**src/design/pba_pkg.sv**
```systemverilog
package pba_pkg;

    // Bitmap geometry
    localparam int MAX_PAGE_COUNT = 1024;
    localparam int WORD_W         = 32;
    localparam int WORD_CNT       = MAX_PAGE_COUNT / WORD_W;
    localparam int WORD_AW        = $clog2(WORD_CNT);
    localparam int BIT_AW         = $clog2(WORD_W);
    localparam int PAGE_W         = 10;
    localparam int COUNT_W        = 11;
    localparam int WCNT_W         = COUNT_W - BIT_AW;

    // Command codes
    localparam logic [1:0] CMD_ALLOC = 2'd0;
    localparam logic [1:0] CMD_FREE  = 2'd1;
    localparam logic [1:0] CMD_QUERY = 2'd2;

    // Status codes
    localparam logic [1:0] ST_OK        = 2'd0;
    localparam logic [1:0] ST_LIMIT     = 2'd1;
    localparam logic [1:0] ST_NOT_FOUND = 2'd2;
    localparam logic [1:0] ST_FREED     = 2'd3;

    typedef struct packed {
        logic [1:0]        cmd;
        logic [PAGE_W-1:0] page_index;
    } t_req;

    typedef struct packed {
        logic [1:0]         status;
        logic [PAGE_W-1:0]  result_page;
        logic               is_set;
        logic [COUNT_W-1:0] pages_used;
    } t_rsp;

    // Controller to datapath
    typedef struct packed {
        logic load;
        logic scan;
        logic look;
        logic check;
        logic emit;
    } t_dp_cmd;

    // Datapath to controller
    typedef struct packed {
        logic in_alloc;
        logic scan_end;
        logic idx_miss;
        logic out_free;
    } t_dp_stat;

    // Position of the lowest set bit of a bitmap word
    function automatic logic [BIT_AW-1:0] lowest_set(input logic [WORD_W-1:0] v);
        logic [BIT_AW-1:0] pos;
        pos = '0;
        for (int i = WORD_W - 1; i >= 0; i--) begin
            if (v[i]) begin
                pos = BIT_AW'(i);
            end
        end
        return pos;
    endfunction

endpackage

```
**src/design/page_bitmap_allocator.sv**
```systemverilog
// Channel   Valid        Stall         Payload
// request   i_in_valid   o_in_stall    i_in_req  (cmd, page_index)
// response  o_out_valid  i_out_stall   o_out_rsp (status, result_page, is_set, pages_used)
//
// Free and query go from accept through look to done (not found), or through look and check to done (page in range).
// Allocate scans the bitmap words that hold pages below the count, then goes to done:
// the bitmap RAM is read one 32-bit word per cycle until the first clear page below the count.
// Reset clears the count and the per-word valid bits; no clearing pass is needed.
// A new request is taken while the last response still waits behind i_out_stall.
module page_bitmap_allocator
    import pba_pkg::*;
(
    input  logic i_clk,
    input  logic i_rst_n,
    input  logic i_in_valid,
    output logic o_in_stall,
    input  t_req i_in_req,
    output logic o_out_valid,
    input  logic i_out_stall,
    output t_rsp o_out_rsp
);

    t_dp_cmd  dp_cmd;
    t_dp_stat dp_stat;

    pba_ctrl u_ctrl (
        .i_clk     (i_clk),
        .i_rst_n   (i_rst_n),
        .i_in_valid(i_in_valid),
        .i_stat    (dp_stat),
        .o_in_stall(o_in_stall),
        .o_cmd     (dp_cmd)
    );

    pba_dpath u_dpath (
        .i_clk      (i_clk),
        .i_rst_n    (i_rst_n),
        .i_in_req   (i_in_req),
        .i_out_stall(i_out_stall),
        .i_cmd      (dp_cmd),
        .o_stat     (dp_stat),
        .o_out_valid(o_out_valid),
        .o_out_rsp  (o_out_rsp)
    );

endmodule

```
**src/design/pba_ram.sv**
```systemverilog
module pba_ram #(
    parameter int WIDTH = 32,
    parameter int DEPTH = 32
) (
    input  logic                     i_clk,
    input  logic                     i_we,
    input  logic [$clog2(DEPTH)-1:0] i_waddr,
    input  logic [WIDTH-1:0]         i_wdata,
    input  logic                     i_re,
    input  logic [$clog2(DEPTH)-1:0] i_raddr,
    output logic [WIDTH-1:0]         o_rdata
);

    logic [WIDTH-1:0] r_mem [DEPTH];
    logic [WIDTH-1:0] r_rdata;

    // Write one word, read one word with registered data
    always_ff @(posedge i_clk) begin
        if (i_we) begin
            r_mem[i_waddr] <= i_wdata;
        end
        if (i_re) begin
            r_rdata <= r_mem[i_raddr];
        end
    end

    assign o_rdata = r_rdata;

endmodule

```
**src/design/pba_ctrl.sv**
```systemverilog
module pba_ctrl
    import pba_pkg::*;
(
    input  logic     i_clk,
    input  logic     i_rst_n,
    input  logic     i_in_valid,
    input  t_dp_stat i_stat,
    output logic     o_in_stall,
    output t_dp_cmd  o_cmd
);

    typedef enum logic [2:0] {
        S_IDLE,
        S_SCAN,
        S_LOOK,
        S_CHECK,
        S_DONE
    } t_state;

    t_state r_state, n_state;
    logic   r_in_stall, n_in_stall;
    logic   accept;

    assign accept = i_in_valid && !r_in_stall && (r_state == S_IDLE);

    // Sequence one request at a time
    always_comb begin
        n_state = r_state;
        case (r_state)
            S_IDLE: begin
                if (accept) begin
                    n_state = i_stat.in_alloc ? S_SCAN : S_LOOK;
                end
            end
            S_SCAN: begin
                if (i_stat.scan_end) begin
                    n_state = S_DONE;
                end
            end
            S_LOOK: begin
                n_state = i_stat.idx_miss ? S_DONE : S_CHECK;
            end
            S_CHECK: begin
                n_state = S_DONE;
            end
            S_DONE: begin
                if (i_stat.out_free) begin
                    n_state = S_IDLE;
                end
            end
            default: begin
                n_state = S_IDLE;
            end
        endcase
        n_in_stall = (n_state != S_IDLE);
    end

    // Hold state and the input stall
    always_ff @(posedge i_clk) begin
        if (!i_rst_n) begin
            r_state    <= S_IDLE;
            r_in_stall <= 1'b1;
        end else begin
            r_state    <= n_state;
            r_in_stall <= n_in_stall;
        end
    end

    // Drive datapath commands
    assign o_cmd.load  = accept;
    assign o_cmd.scan  = (r_state == S_SCAN);
    assign o_cmd.look  = (r_state == S_LOOK);
    assign o_cmd.check = (r_state == S_CHECK);
    assign o_cmd.emit  = (r_state == S_DONE) && i_stat.out_free;
    assign o_in_stall  = r_in_stall;

endmodule

```
**src/design/pba_dpath.sv**
```systemverilog
module pba_dpath
    import pba_pkg::*;
(
    input  logic     i_clk,
    input  logic     i_rst_n,
    input  t_req     i_in_req,
    input  logic     i_out_stall,
    input  t_dp_cmd  i_cmd,
    output t_dp_stat o_stat,
    output logic     o_out_valid,
    output t_rsp     o_out_rsp
);

    logic [1:0]         r_cmd;
    logic [PAGE_W-1:0]  r_page;
    logic [COUNT_W-1:0] r_total, n_total;
    logic [WCNT_W-1:0]  r_word;
    logic               r_pend;
    logic [WORD_AW-1:0] r_pend_word;
    logic               r_pend_vld;
    logic [WORD_CNT-1:0] r_vld;
    t_rsp               r_res, n_res;
    logic               r_out_valid;
    t_rsp               r_out;

    logic [WCNT_W-1:0]  nwords;
    logic               more;
    logic [WORD_W-1:0]  ram_q;
    logic [WORD_W-1:0]  eff;
    logic [WORD_W-1:0]  lim_mask;
    logic [WORD_W-1:0]  avail;
    logic               hit;
    logic [BIT_AW-1:0]  hit_bit;
    logic               idx_miss;
    logic               page_bit;
    logic               out_free;
    logic               ram_re;
    logic [WORD_AW-1:0] ram_raddr;
    logic               ram_we;
    logic [WORD_AW-1:0] ram_waddr;
    logic [WORD_W-1:0]  ram_wdata;

    // Words that hold pages below the count
    assign nwords = r_total[COUNT_W-1:BIT_AW] + WCNT_W'(|r_total[BIT_AW-1:0]);
    assign more   = (r_word < nwords);

    // Word under test; a never-written word reads as all clear
    assign eff      = r_pend_vld ? ram_q : '0;
    assign lim_mask = (r_total[COUNT_W-1:BIT_AW] == {1'b0, r_pend_word})
                    ? ((WORD_W'(1) << r_total[BIT_AW-1:0]) - WORD_W'(1)) : '1;
    assign avail    = ~eff & lim_mask;
    assign hit      = r_pend && (|avail);
    assign hit_bit  = lowest_set(avail);
    assign idx_miss = ({1'b0, r_page} >= r_total);
    assign page_bit = eff[r_page[BIT_AW-1:0]];
    assign out_free = !r_out_valid || !i_out_stall;

    assign ram_re    = (i_cmd.scan && more) || i_cmd.look;
    assign ram_raddr = i_cmd.look ? r_page[PAGE_W-1:BIT_AW] : r_word[WORD_AW-1:0];

    // Decide the result and the bitmap update
    always_comb begin
        n_res     = r_res;
        n_total   = r_total;
        ram_we    = 1'b0;
        ram_waddr = r_pend_word;
        ram_wdata = eff;
        if (i_cmd.scan) begin
            if (hit) begin
                ram_we    = 1'b1;
                ram_wdata = eff | (WORD_W'(1) << hit_bit);
                n_res     = '{ST_OK, {r_pend_word, hit_bit}, 1'b1, r_total};
            end else if (!more) begin
                if (r_total >= COUNT_W'(MAX_PAGE_COUNT)) begin
                    n_res = '{ST_LIMIT, r_page, 1'b0, r_total};
                end else begin
                    // every page below the count is taken: extend by one
                    n_total   = r_total + COUNT_W'(1);
                    ram_we    = 1'b1;
                    ram_waddr = r_total[PAGE_W-1:BIT_AW];
                    ram_wdata = ((WORD_W'(1) << r_total[BIT_AW-1:0]) - WORD_W'(1))
                              | (WORD_W'(1) << r_total[BIT_AW-1:0]);
                    n_res     = '{ST_OK, r_total[PAGE_W-1:0], 1'b1, n_total};
                end
            end
        end else if (i_cmd.look) begin
            if (idx_miss) begin
                n_res = '{ST_NOT_FOUND, r_page, 1'b0, r_total};
            end
        end else if (i_cmd.check) begin
            if (!page_bit) begin
                n_res = '{ST_FREED, r_page, 1'b0, r_total};
            end else if (r_cmd == CMD_FREE) begin
                ram_we    = 1'b1;
                ram_waddr = r_page[PAGE_W-1:BIT_AW];
                ram_wdata = eff & ~(WORD_W'(1) << r_page[BIT_AW-1:0]);
                n_res     = '{ST_OK, r_page, 1'b0, r_total};
            end else begin
                n_res = '{ST_OK, r_page, 1'b1, r_total};
            end
        end
    end

    pba_ram #(
        .WIDTH(WORD_W),
        .DEPTH(WORD_CNT)
    ) u_map (
        .i_clk  (i_clk),
        .i_we   (ram_we),
        .i_waddr(ram_waddr),
        .i_wdata(ram_wdata),
        .i_re   (ram_re),
        .i_raddr(ram_raddr),
        .o_rdata(ram_q)
    );

    // Control state: count, word valid bits, output valid
    always_ff @(posedge i_clk) begin
        if (!i_rst_n) begin
            r_total     <= '0;
            r_vld       <= '0;
            r_pend      <= 1'b0;
            r_out_valid <= 1'b0;
        end else begin
            r_total <= n_total;
            if (ram_we) begin
                r_vld[ram_waddr] <= 1'b1;
            end
            r_pend <= i_cmd.scan && more;
            if (i_cmd.emit) begin
                r_out_valid <= 1'b1;
            end else if (!i_out_stall) begin
                r_out_valid <= 1'b0;
            end
        end
    end

    // Capture request, advance the scan, load the output
    always_ff @(posedge i_clk) begin
        r_res <= n_res;
        if (i_cmd.load) begin
            r_cmd  <= i_in_req.cmd;
            r_page <= i_in_req.page_index;
            r_word <= '0;
        end else if (i_cmd.scan && more) begin
            r_word <= r_word + WCNT_W'(1);
        end
        if (ram_re) begin
            r_pend_word <= ram_raddr;
            r_pend_vld  <= r_vld[ram_raddr];
        end
        if (i_cmd.emit) begin
            r_out <= r_res;
        end
    end

    assign o_stat.in_alloc = (i_in_req.cmd == CMD_ALLOC);
    assign o_stat.scan_end = hit || !more;
    assign o_stat.idx_miss = idx_miss;
    assign o_stat.out_free = out_free;
    assign o_out_valid     = r_out_valid;
    assign o_out_rsp       = r_out;

`ifndef NO_ASSERTIONS
    a_total_limit: assert property (@(posedge i_clk) disable iff (!i_rst_n)
        r_total <= COUNT_W'(MAX_PAGE_COUNT))
        else $error("page count above bitmap size");

    a_total_step: assert property (@(posedge i_clk) disable iff (!i_rst_n)
        1'b1 |=> (r_total == $past(r_total)) || (r_total == $past(r_total) + COUNT_W'(1)))
        else $error("page count moved by more than one or shrank");

    a_write_phase: assert property (@(posedge i_clk) disable iff (!i_rst_n)
        ram_we |-> (i_cmd.scan || i_cmd.check))
        else $error("bitmap write outside a decision cycle");

    a_emit_free: assert property (@(posedge i_clk) disable iff (!i_rst_n)
        i_cmd.emit |-> out_free)
        else $error("result loaded over a waiting result");
`endif

endmodule
```
**config.mk**
```make
export PLATFORM = sky130hd
export DESIGN_NAME = page_bitmap_allocator
export DESIGN_NICKNAME = d
export VERILOG_FILES = /design/src/design/pba_pkg.sv /design/src/design/page_bitmap_allocator.sv /design/src/design/pba_ram.sv /design/src/design/pba_ctrl.sv /design/src/design/pba_dpath.sv
export SDC_FILE = /design/constraint.sdc
export NUM_CORES = 2
export LEC_CHECK = 0
export ABC_CLOCK_PERIOD_IN_PS = 16900
export BUFFER_PORTS_ARGS = -buffer_cell sky130_fd_sc_hd__buf_4
export CAP_MARGIN = 20
export CORE_MARGIN = 4
export CORE_UTILIZATION = 25
export CTS_CLUSTER_SIZE = 10
export DETAILED_ROUTE_END_ITERATION = 10
export SLEW_MARGIN = 20
export SYNTH_ARGS = -nofsm -noshare
export SYNTH_HDL_FRONTEND = slang
export SYNTH_SLANG_ARGS = --single-unit
export TNS_END_PERCENT = 50
```
**constraint.sdc**
```tcl
create_clock -name i_clk -period 16.9 [get_ports i_clk]
set_clock_uncertainty 0.15 [all_clocks]
set_input_delay 0.845 -clock i_clk [delete_from_list [all_inputs] [get_ports i_clk]]
set_output_delay 0.845 -clock i_clk [all_outputs]
set_load 0.01 [all_outputs]
```
---- Word level (Yosys, flattened, before mapping) ----
Memory sizes are Yosys's and may differ from the RTL's. A register that Yosys moved wholly into a read port is not among the register bits.
Cells that the tools add are included.
cells by class
  mux-type cells .......................... 84
  order comparisons ....................... 7
  add/subtract/negate cells ............... 5
  multipliers ............................. 0
  bitwise logic cells ..................... 10
  eq/ne operators ......................... 9
  divide/modulo/power cells ............... 0
  reductions and logical operators ........ 21
  shift operators ......................... 3
operators by type and width
  operator               count
  $mux 32                10
  $mux 5                 41
  $mux 24                7
  $or 32x32->32          3
  $shl 1x5->32 const A   3
  $and 32x32->32         2
  $not 32->32            2
  $reduce_or 32->1       1
  $sub 32x1->32 const B  1
  $sub 32x2->32 const B  1
  $mux 23                1
  $lt 5x6->1 const B     3
  $mux 1                 15
  $pmux 3 s5             1
  $mux 12                1
  $mux 3                 4
  $add 11x1->11 const B  1
  $ge 10x11->1           1
  $ge 11x11->1 const B   1
  $bmux 1 s5             2
  $add 6x1->6            1
  $add 6x1->6 const B    1
  $eq 3x2->1 const B     2
  $eq 6x5->1             1
  other kinds (20)       33
word-level totals
  memories kept ........................... 1
  latch bits .............................. 0
  bits in writable memories ............... 1024
  bits in read-only memories .............. 0
  output and inout port bits .............. 26
  input port bits ......................... 16
  bits in registers ....................... 121
  logic and storage cells ................. 159
memories
  memory               words  width  rd ports  clocked after Yosys merged registers in  write ports  RTL line       text
  u_dpath.u_map.r_mem  32     32     1         1                                        1            pba_ram.sv:14  logic [WIDTH-1:0] r_mem [DEPTH];

---- Depth between registers and ports, before layout ----
  depth in word-level cells ............... 40
  depth in mapped cells ................... 27

---- By module ----
Synthesis repeated with hierarchy kept, for this count alone.
second synthesis, totals
  cells, all modules ...................... 3411
  area total of the unflattened synthesis .. 50830.0 um^2
by module, submodules not included
  module     sequential area each (um^2)  area an instance (um^2)  times used  cells each
  pba_ram    31710.4                      40807.9                  1           2260
  pba_dpath  3002.9                       9779.4                   1           1122
  pba_ctrl   80.1                         242.7                    1           29

---- Least setup slack after synthesis ----
No wires, ideal clock.
  path type ............................... reg-to-reg
  from .................................... register u_dpath.r_total[0]
  to ...................................... memory u_dpath.u_map.r_mem[12][0] (enable)
  setup time .............................. 0.423 ns
  arrival time ............................ 6.660 ns
  setup slack ............................. 9.667 ns
  data required time ...................... 16.327 ns
  path buffers ............................ 1
  stages on the path, launching flop included .. 26
  path through ............................ dfxtp_1 > inv_1 > ha_1 > clkbuf_1 > or2_2 > a21o_1 > a21oi_1 > nor2_1 > nor2_1 > inv_1 > nor2_1 > nand3_1 > a21oi_1 > nand3_1 > or2_2 > ha_1 > nor2_1 > o221ai_1 > nor2_1 > o21ai_0 > or4_4 > o41ai_4 > nand3_1 > o221ai_2 > or3b_4 > nor2_1
between the ends
  word-level cells in the longest chain between the ends .. 10
  elaborated cells between the ends (all ways) .. 20
  those cells by class .................... add/sub (2); order compare (2); shift (1); mux (11); bitwise (1); reduce/logical (3)
RTL lines
  what                          RTL line          text
  start: declaration            pba_dpath.sv:16   logic [COUNT_W-1:0] r_total, n_total;
  start signal: assignment      pba_dpath.sv:125  r_total <= n_total;
  $shl 1x5->32                  pba_dpath.sv:50   ? ((WORD_W'(1) << r_total[BIT_AW-1:0]) - WORD_W'(1)) : '1;
  $sub 32x1->32                 pba_dpath.sv:50
  $mux 32                       pba_dpath.sv:50
  $and 32x32->32                pba_dpath.sv:51   assign avail = ~eff & lim_mask;
  $reduce_or 32->1              pba_dpath.sv:52   assign hit = r_pend && (|avail);
  $logic_and 1x1->1             pba_dpath.sv:52
  $mux 1                        pba_dpath.sv:69   if (hit) begin
  $mux 1                        pba_dpath.sv:68   if (i_cmd.scan) begin
  $mux 1                        pba_ram.sv:19     if (i_we) begin
  $mux 1 (not written as such)  pba_ram.sv:20     r_mem[i_waddr] <= i_wdata;
  end: declaration              pba_ram.sv:14
Parallel ways exist; a longest one is shown, timed or not.

---- Final worst setup path ----
  from .................................... register u_dpath.r_total[0]
  to ...................................... memory u_dpath.u_map.r_mem[22][26] (enable)
Same word-level chain as after synthesis.

==> results.md <==
* Result of the run: finished, final reports clean
* Detail-routed net length per standard cell at around 21 um
* Area of the core at approximately 200000 um2
* Tightest Hold Check Type: in -> reg
* Clock sink count at between 1000 and 1500
* Internal Pwr Total at a little under 5 mW
* Most frequent cells in the layout: 1164 x sky130_fd_sc_hd__nand2_1, 1122 x sky130_fd_sc_hd__edfxtp_1, 566 x sky130_fd_sc_hd__nand3_1
* Sw power at about 1.5 mW
* Gpl congestion at between 0.9 and 1
* Most common library cell in the layout ignoring fill and taps: sky130_fd_sc_hd__nand2_1
* Die Outline Area at slightly above 200000 um2
* Clk pwr share at 0.417
* Inst Count DP at 6669
* Cts bufs inserted at 138
* Initial cell density of the core at 0.251
* Final count of negative-setup-slack endpoints at 0
* Comb power frac at 0.069
* DP Wirelength at roughly 83 mm
* Count of distinct cell types in the synthesized netlist at 77
* Cells resized by post-CTS repair at 0
* Top cell family by delay on the critical path: simple AND/OR/NAND/NOR gates
* Mapped Avg Cell Area at about 12 um2
* Net total in the final layout at between 4000 and 5000
* Most used cell along the critical path: sky130_fd_sc_hd__nor2_1
* Width of the chip at between 400 and 500 um
* Ratio of final minimum period to clock period at 0.508
* Pre-Repair DR Iteration Count at 5
* Violation count after the first detailed-routing iteration at between 4000 and 5000
* Count of final hold-check violations at 0
* Worst-margin pin slew at 1.09 ns
* WL final at between 100 and 150 mm
* Max-slew violation count at 0
* Syn Nets at approximately 4200
* GRT Total Usage at 0.135
* Layout Area Growth over Synthesis at 15.7%
* Required time at the worst-slack endpoint at between 15 and 20 ns
* Post-synthesis cell area at about 50000 um2
* CTS tree: built
* Clock tree root driver cell: sky130_fd_sc_hd__clkbuf_16
* Hold bufs inserted after CTS at 0
* Io pins at 42
* Critical-path top delay cell: sky130_fd_sc_hd__nor4_1
* Standard-cell rows at between 150 and 200
* Gate count of the mapped netlist at between 4000 and 5000
* Number of synthesized flops with an enable pin at roughly 1100
* Unrepaired setup endpoints after global routing: no
* Pwr dens at 109 nW/um2
* Post-synthesis register bit count at around 1200
* Leak at 19.1 nW
* Number of synthesis warnings at 0
* Largest net degree at the start of global routing at 151
* Global-route congestion overflow total at 0
* Max IR drop VDD at roughly 80 uV
* Critical path buffer and inverter count at 4
* Sequential element share of the synthesized area at 0.694
* Worst-path clk slew at 0.06 ns
* Number of H-tree branching levels at 4
* Routed vias at about 34000
* Post-CTS setup-driven buffer insertion count at 0
* Via density per instance at ~5.0
* Max Fclk at 0.116 GHz
* Async set-or-reset flop fraction in the synthesized netlist at 0
* Final non-filler cell total at ~6900
* Clock insertion delay at the later pin of the skew report at 0.76 ns
* Vias in the first global route at between 30000 and 40000
* Max-cap viol count at 0
* Wire length of the first global-routing pass at 217 mm
* Switching power share of the total at 0.229
* Fraction of power consumed by sequential logic at 0.514
* Period minus WS final at approximately 8.6 ns
* Highest net fanout along the worst path at 22
* Clock Tree Buf Depth at 3
* Main synth FF type: sky130_fd_sc_hd__edfxtp_1
* CP peak stage delay at between 0.7 and 0.8 ns
* Drt drc at 0
* Type of the worst setup path: reg -> reg
* Buffers added on ports at 41
* Worst rel slew slack at 0.261
* ANT nets after route at 0
* Critical Path Sink Type: register
* Layout cells sized above 1 at 0.0970
* Die Y at 456 um
* Total negative slack for setup checks at 0 ns
* Arrival @ worst endpoint at 8.82 ns
* Initial antenna violation count at 6
* Kind of start point of the critical path: register
[metrics by stage]
step,hold slack (ns),cell area [um2],power (mW),utilization,worst slack [ns]
floorplan,0.250,50100,3.57,-,9.67
global placement,0.253,54000,3.74,0.271,8.49
detailed placement,0.256,54100,3.75,0.271,8.51
CTS,0.0581,58000,6.39,0.290,8.48
global route,0.0961,58000,6.55,0.291,7.96
finish,0.133,58000,6.33,0.291,8.31
[state kept, by name (all words and copies together), names as in the netlist]
register               count
u_dpath.r_pend_word        5
u_ctrl.r_state             3
u_dpath.r_vld             32
u_dpath.r_word             6
u_dpath.u_map.o_rdata     32
u_dpath.r_cmd              2
u_dpath.r_pend             1
u_dpath.r_res             24
u_dpath.o_out_rsp         24
u_dpath.u_map.r_mem     1024
u_dpath.o_out_valid        1
u_dpath.r_page            10
u_dpath.r_total           11
u_dpath.r_pend_vld         1
u_ctrl.o_in_stall          1
[cell usage after synthesis (7+ instances only)]
master | n | area, um2
sky130_fd_sc_hd__dfxtp_1 | 55 | 1100
sky130_fd_sc_hd__o21a_1 | 37 | 278
sky130_fd_sc_hd__o221ai_1 | 38 | 333
sky130_fd_sc_hd__a211oi_1 | 7 | 52.6
sky130_fd_sc_hd__a311oi_1 | 166 | 1450
sky130_fd_sc_hd__edfxtp_1 | 1122 | 33700
sky130_fd_sc_hd__nand2_1 | 1165 | 4370
sky130_fd_sc_hd__a21oi_1 | 47 | 235
sky130_fd_sc_hd__or2_2 | 8 | 50.1
sky130_fd_sc_hd__buf_2 | 12 | 60.1
sky130_fd_sc_hd__and3_1 | 76 | 475
sky130_fd_sc_hd__nand3_1 | 566 | 2830
sky130_fd_sc_hd__nand4_1 | 11 | 68.8
sky130_fd_sc_hd__a21boi_0 | 7 | 52.6
sky130_fd_sc_hd__clkbuf_1 | 251 | 942
sky130_fd_sc_hd__inv_1 | 33 | 124
sky130_fd_sc_hd__nor3_1 | 12 | 60.1
sky130_fd_sc_hd__mux2i_1 | 13 | 130
sky130_fd_sc_hd__and2_1 | 16 | 100
sky130_fd_sc_hd__o21ai_0 | 46 | 230
sky130_fd_sc_hd__o31ai_1 | 16 | 120
sky130_fd_sc_hd__buf_1 | 22 | 82.6
sky130_fd_sc_hd__a21o_1 | 40 | 300
sky130_fd_sc_hd__nand2b_1 | 20 | 125
sky130_fd_sc_hd__o211ai_1 | 18 | 135
sky130_fd_sc_hd__xnor2_1 | 23 | 201
sky130_fd_sc_hd__o22ai_1 | 10 | 62.6
sky130_fd_sc_hd__a31oi_1 | 42 | 263
sky130_fd_sc_hd__nor2_2 | 12 | 75.1
sky130_fd_sc_hd__nor2b_1 | 18 | 113
sky130_fd_sc_hd__ha_1 | 53 | 663
sky130_fd_sc_hd__o2111ai_1 | 15 | 131
sky130_fd_sc_hd__nor2_1 | 90 | 338
[path summary, 6_finish.rpt]
path / start / to / slack [ns] / cells after the start
max: u_dpath.r_total[0]$_SDFFE_PN0P_ / u_dpath.u_map.r_mem[22][26]$_DFFE_PP_ / 8.31 / 26
min: i_in_req[3] / u_dpath.r_page[3]$_DFFE_PP_ / 0.13 / 1
max reg2reg: u_dpath.r_total[0]$_SDFFE_PN0P_ / u_dpath.u_map.r_mem[22][26]$_DFFE_PP_ / 8.31 / 26
min reg2reg: u_dpath.r_res[15]$_DFFE_PP_ / u_dpath.o_out_rsp[15]$_DFFE_PP_ / 0.27 / 0
[cells by family after synthesis]
family	count (synthesis)	share of synthesized area
compound gates	535	0.0815
xor+xnor	26	0.00454
fa+ha+maj	53	0.0132
buf+inv	323	0.0246
flops	1177	0.694
mux	21	0.00551
simple gates	2025	0.177
[power by group through the flow]
stage | clock network [mW] | registers, mW | logic, mW
global route | 2.82 | 3.25 | 0.476
global placement | 0 | 3.31 | 0.428
floorplan | 0 | 3.30 | 0.267
CTS | 2.70 | 3.25 | 0.436
finish | 2.64 | 3.25 | 0.437
detailed placement | 0 | 3.31 | 0.434
[area by class of cell]
cell class                 instances  area [um2]
clock inverter                    16         251
clock buffer                     175        3660
multi-input combinational       2660       14700
sequential                      1177       34800
timing repair buffer             140        1110
fill                           20000      142000
antenna                            1        2.50
tap                             2656        3320
inverter                          37         155
[metal layers]
metal,share of wire,up-vias,GRT usage
met5,0,-,0
met4,0.025,0,0.0421
met3,0.079,244,0.0248
met2,0.47,1416,0.218
met1,0.43,17000,0.185
li1,-,15400,-
(Power assumes the default switching activity.)
